==> config.mk <==
export PLATFORM = sky130hd
export DESIGN_NAME = bfl_ctrl
export DESIGN_NICKNAME = d
export VERILOG_FILES = /design/src/design/bfl_pkg.sv /design/src/design/bfl_ctrl.sv
export SDC_FILE = /design/constraint.sdc
export NUM_CORES = 1
export LEC_CHECK = 0
export CORE_AREA = 8 8 45 47
export DETAILED_ROUTE_END_ITERATION = 16
export DIE_AREA = 0 0 53 55
export DONT_BUFFER_PORTS = 1
export GPL_ROUTABILITY_DRIVEN = 0
export PLACE_DENSITY = 0.54
export SYNTH_ARGS = -nofsm -noshare
export SYNTH_HDL_FRONTEND = slang
export SYNTH_SLANG_ARGS = --single-unit
export TNS_END_PERCENT = 5
==> constraint.sdc <==
create_clock -name clk_i -period 1 [get_ports clk_i]
set_input_delay 0.05 -clock clk_i [delete_from_list [all_inputs] [get_ports clk_i]]
set_output_delay 0.05 -clock clk_i [all_outputs]
set_load 0.05 [all_outputs]
==> src/design/bfl_pkg.sv <==
package bfl_pkg;

  localparam int unsigned NODE_W           = 8;
  localparam int unsigned SIZE_W           = 32;
  localparam int unsigned GUARD_W          = 2;
  localparam int unsigned TOTAL_W          = 32;
  localparam int unsigned CLASS_W          = 5;
  localparam int unsigned NODE_COUNT_DEF   = 256;
  localparam int unsigned BUCKET_COUNT_DEF = 20;
  localparam logic [SIZE_W-1:0] SMALL_LIMIT = 32'h20;
  localparam int unsigned SHIFT_BASE       = 5;

  // Datapath operations issued by the controller, one per cycle.
  typedef enum logic [2:0] {
    STEP_NONE,
    STEP_CLEAR,
    STEP_LOAD,
    STEP_INS_WR,
    STEP_INS_LINK,
    STEP_UNL_RD,
    STEP_FIN
  } bfl_step_e;

  typedef struct packed {
    bfl_step_e step;
  } bfl_cmd_t;

  typedef struct packed {
    logic ins_go;      // insert of a real node
    logic unl_go;      // unlink of a real node
    logic clear_last;  // clearing sweep on its last entry
  } bfl_sts_t;

  // 0 below SMALL_LIMIT, else floor(log2(size)) - 4, capped at cap.
  function automatic logic [CLASS_W-1:0] size_class(input logic [SIZE_W-1:0] size,
                                                    input logic [CLASS_W-1:0] cap);
    logic [CLASS_W-1:0] msb;
    logic [CLASS_W-1:0] cls;
    msb = '0;
    for (int i = 0; i < SIZE_W; i++) begin
      if (size[i]) begin
        msb = CLASS_W'(i);
      end
    end
    if (size < SMALL_LIMIT) begin
      cls = '0;
    end else begin
      cls = msb - CLASS_W'(SHIFT_BASE - 1);
      if (cls > cap) begin
        cls = cap;
      end
    end
    return cls;
  endfunction

endpackage

==> src/design/bfl_ctrl.sv <==
module bfl_ctrl (
  input  logic              clk_i,
  input  logic              rst_ni,
  input  logic              in_valid_i,
  input  logic              out_ready_i,
  input  bfl_pkg::bfl_sts_t sts_i,
  output logic              in_ready_o,
  output logic              out_valid_o,
  output bfl_pkg::bfl_cmd_t cmd_o
);
  import bfl_pkg::*;

  typedef enum logic [4:0] {
    ST_CLEAR    = 5'b00001,
    ST_IDLE     = 5'b00010,
    ST_FIRST    = 5'b00100,
    ST_INS_LINK = 5'b01000,
    ST_FINISH   = 5'b10000
  } bfl_state_e;

  bfl_state_e state_q, state_d;
  logic       out_valid_q, out_valid_d;
  logic       can_push;

  assign can_push    = !out_valid_q || out_ready_i;
  assign in_ready_o  = (state_q == ST_IDLE);
  assign out_valid_o = out_valid_q;

  always_comb begin
    state_d     = state_q;
    cmd_o.step  = STEP_NONE;
    out_valid_d = out_valid_q && !out_ready_i;
    case (state_q)
      ST_CLEAR: begin
        cmd_o.step = STEP_CLEAR;
        if (sts_i.clear_last) begin
          state_d = ST_IDLE;
        end
      end
      ST_IDLE: begin
        if (in_valid_i) begin
          cmd_o.step = STEP_LOAD;
          state_d    = ST_FIRST;
        end
      end
      ST_FIRST: begin
        if (sts_i.ins_go) begin
          cmd_o.step = STEP_INS_WR;
          state_d    = ST_INS_LINK;
        end else if (sts_i.unl_go) begin
          cmd_o.step = STEP_UNL_RD;
          state_d    = ST_FINISH;
        end else begin
          state_d = ST_FINISH;
        end
      end
      ST_INS_LINK: begin
        cmd_o.step = STEP_INS_LINK;
        state_d    = ST_FINISH;
      end
      ST_FINISH: begin
        // commit only once the output register can take the result
        if (can_push) begin
          cmd_o.step  = STEP_FIN;
          out_valid_d = 1'b1;
          state_d     = ST_IDLE;
        end
      end
      default: begin
        state_d = ST_CLEAR;
      end
    endcase
  end

  always_ff @(posedge clk_i or negedge rst_ni) begin
    if (!rst_ni) begin
      state_q     <= ST_CLEAR;
      out_valid_q <= 1'b0;
    end else begin
      state_q     <= state_d;
      out_valid_q <= out_valid_d;
    end
  end

endmodule

Word-level counts from Yosys, hierarchy flattened
Index checks and enable logic that the tools add are counted.

Input port bits: 7. Word-level logic and storage cells: 27. Output and inout bits: 5. Register bits after elaboration: 6.

Equal/unequal tests: 8. Mux-type cells: 12. Reduce and logical (&&, ||, !) cells: 5.

Operators with widths (number): case mux 5 bit (5 select lines) (1); two-way mux 5 bit (4); case mux 3 bit (5 select lines) (1); two-way mux 3 bit (3); != test 2 bit, second input constant (3); equality test 5 x 1 -> 1 bit, second input constant (1); equality test 5 x 2 -> 1 bit, second input constant (1); equality test 5 x 3 -> 1 bit, second input constant (1); equality test 5 x 4 -> 1 bit, second input constant (1); equality test 5 bit, second input constant (1); AND reduction 3 bit (1); zero test 1 bit (2); two-way mux 1 bit (2); two-way mux 2 bit (1); logical AND 1 bit (1); logical OR 1 bit (1).

Longest topological paths before layout
Word-level depth: 4. Gate-level depth with buffers: 4. Mapped depth without buffers: 3.

Worst setup path before layout
Ideal clock, no wire load.

Kind: register -> output. Start point: register state_q[0]. End point: output port cmd_o[0] (netlist name). Slack: -0.788 ns. Cell stages (with the launch flop): 3. Buffers on the path: 0. Data arrival time: 1.738 ns. Required time: 0.950 ns. Path through: dfstp_2 > mux2_2 > nor4_2.

RTL lines: start: declaration (line bfl_ctrl.sv:21) `bfl_state_e state_q, state_d;`; start signal: assignment (line bfl_ctrl.sv:80) `state_q <= state_d;`; end: declaration (line bfl_ctrl.sv:9) `output bfl_pkg::bfl_cmd_t cmd_o`.

==> impl_metrics.ini <==
[pwr]
cellPowerDensity_nw_per_um2 = 2380
p_leak_uw = 0.0003072
peakVddDrop_uv = 1649
total_power_uw = 1635

[timing]
fin_crit_ns = 1.571
setup_violations = 8
max_freq_ghz = 0.6366
hold_violations = 0
rsz0062_at_grt = yes
fin_crit_sh_pct = 157.1
whs_ns = 0.03298
fin_ws_ns = -0.5708
worstMarginPinSlew_ns = 0.2874
slew_violations = 0
relSlewSlack_pct = 80.78
finClkSkew_ns = 0.0004615

[clock_tree]
numCtsBuffers = 3
cts_root_buf = clkbuf_4
path_clk_slew_ns = 0.05
cts_setup_buffers = 0
cts_tree = yes
cts_max_path_buffers = 2
htree_levels = 1
cts.sinks = 6
clk_latency_ns = 0.26

[synth]
synth_enable_flop_cells = 0
synth_ff_type = dfrtp_1
synth-adder-area-share_pct = 0
ys_warn_count = 0
synth.mux.area_fraction_pct = 5.696
synth_cell_types = 24
syn_inst = 40
syn-num-nets = 47
synth_top_family_by_area = simple AND/OR/NAND/NOR gates
avgSynthCellArea_um2 = 9.884
synthArstFlopShare_pct = 100.0
synth_compound_area_share_pct = 12.66
ys_ff_latch = 6
synth_xor_area_share_pct = 2.215
seq_area_frac_synth_pct = 38.29
syn_area_um2 = 395.4
yosys.area_share.simple_pct = 32.59

[finish]
synthToLayoutAreaGrowth_pct = 73.73
layout_commonest_cell = buf_4
drive_gt1_share_pct = 64.52
antennaDiodeCount = 0
final_cell_mix = 12 x buf_4, 4 x dfrtp_2
layout.nets = 70
design_area_um2 = 686.9

[drt]
drc = 0
routed_wl_um = 1074
postRouteAntennaNets = 0
drt_iter0_drc = 4
vias = 388
via_per_inst = 4.974
wire_per_inst_um = 13.77
first_pass_iters = 3

[worst_setup_path]
critical-path-top-delay-family = flip-flops
worstPathArrival_ns = 1.52
critPathMaxFanout = 4
required_ns = 0.95
startpoint_type = register
r2r_slack_ns = -0.22
r2r-end = state_q[0]
timing_worst_setup_path_type = reg -> out
path_buf_inv = 1
path_cells = mux2_4, nor4_4, buf_12
critPathMaxStageDelay_ns = 0.58
cp-end-kind = output port
r2r_cells = 4
timing.rr.start = state_q[2]
worst_path_max_delay_cell = dfstp_2

[global_route]
grt_antenna_before_repair = 0
grt_max_degree = 9
grt_pass1_vias = 432
gr-total-overflow = 0
grt_pass1_wl_um = 1856
grt_util_all_layers_pct = 8.672

[floorplanning]
initial_core_util_pct = 28.57
core_area_um2 = 1384
row_count = 14
fp.dieH_um = 55
die_area_um2 = 2915
die_w_um = 53
boundaryPins = 12

[placement]
post-dp-hpwl_um = 824.7
post-place-ws_ns = -0.3344
placed_cell_area_um2 = 588.1
port_buffers = 0

[worst_hold_path]
min_to = state_q[3]
holdPathStages = 1
hold_path_class = in -> reg
hold_start = sts_i[2]

[flow_run]
max-cap-violations = 0

[status]
status = finished, violations left
violations = setup timing
==> registers in the layout, summed over array words and instances (netlist names) <==
register	cells
out_valid_o	1
state_q	5
==> how the worst max path moves through the flow <==
stage	start	to	slack, ns	cells after the start
4_1_cts	state_q[0]	cmd_o[0]	-0.62	3
3_5_place_dp	state_q[0]	cmd_o[0]	-0.33	3
2_1_floorplan	state_q[1]	cmd_o[2]	-0.56	3
5_1_grt	state_q[0]	cmd_o[0]	-0.62	3
6_report	state_q[0]	cmd_o[0]	-0.57	3
3_3_place_gp	state_q[0]	cmd_o[0]	-0.33	3
==> cell usage after synthesis (all sizes together) (2+ instances only) <==
cell / count / share of area [%]
dfrtp: 5 / 32
nor2: 5 / 5.4
a21oi: 2 / 4.4
buf: 2 / 6.6
inv: 2 / 1.9
mux2: 2 / 5.7
nand2: 2 / 1.9
nand2b: 2 / 3.2
nand3: 2 / 2.5
nand3b: 2 / 3.8
o211ai: 2 / 3.8
o21ai: 2 / 2.5
==> layer usage <==
layer  wire length [um]  GRT usage (%)  vias to the layer above
met5                  0              0                        -
met1                449          9.846                      186
met4                 39          9.052                        0
met2                534          13.09                        9
li1                   -              -                      189
met3                 51          1.604                        4
==> logic make-up after synthesis <==
logic type / after synthesis
compound gates: 7
xor+xnor: 1
buf+inv: 4
flops: 6
mux: 2
simple gates: 20
==> per-stage QoR <==
stage / instances / setup TNS (ns) / utilization, %
2_1_floorplan: 40 / -1.932 / -
3_3_place_gp: 72 / -1.536 / 42.50
3_5_place_dp: 72 / -1.650 / 42.50
4_1_cts: 78 / -2.619 / 47.74
5_1_grt: 78 / -2.939 / 49.64
6_report: 78 / -2.488 / 49.64
==> power breakdown <==
| part | total (uW) | switching [uW] | leakage, uW | internal (uW) |
|---|---|---|---|---|
| Sequential | 383 | 74.5 | 0.0000728 | 309 |
| Clock | 262 | 109 | 0.0000150 | 153 |
| Combinational | 990 | 465 | 0.000219 | 525 |
| Total | 1630 | 648 | 0.000307 | 987 |
==> layout make-up <==
cell class                      count  area, um^2
Clock buffer                        4       26.28
Fill cell                         128       696.9
Inverter                            2       7.507
Multi-Input combinational cell     30       272.8
Sequential cell                     6       156.4
Tap cell                           16       20.02
Timing Repair Buffer               20       203.9
==> repair_timing <==
| item | in CTS | in global routing |
|---|---|---|
| hold buffers | 2 | 0 |
| pin swaps | 2 | 4 |
| setup endpoints to repair | 8 | 9 |
| resized for setup | 7 | 6 |
| endpoints found under the hold margin | 7 | 0 |
(Power assumes the default switching activity.)
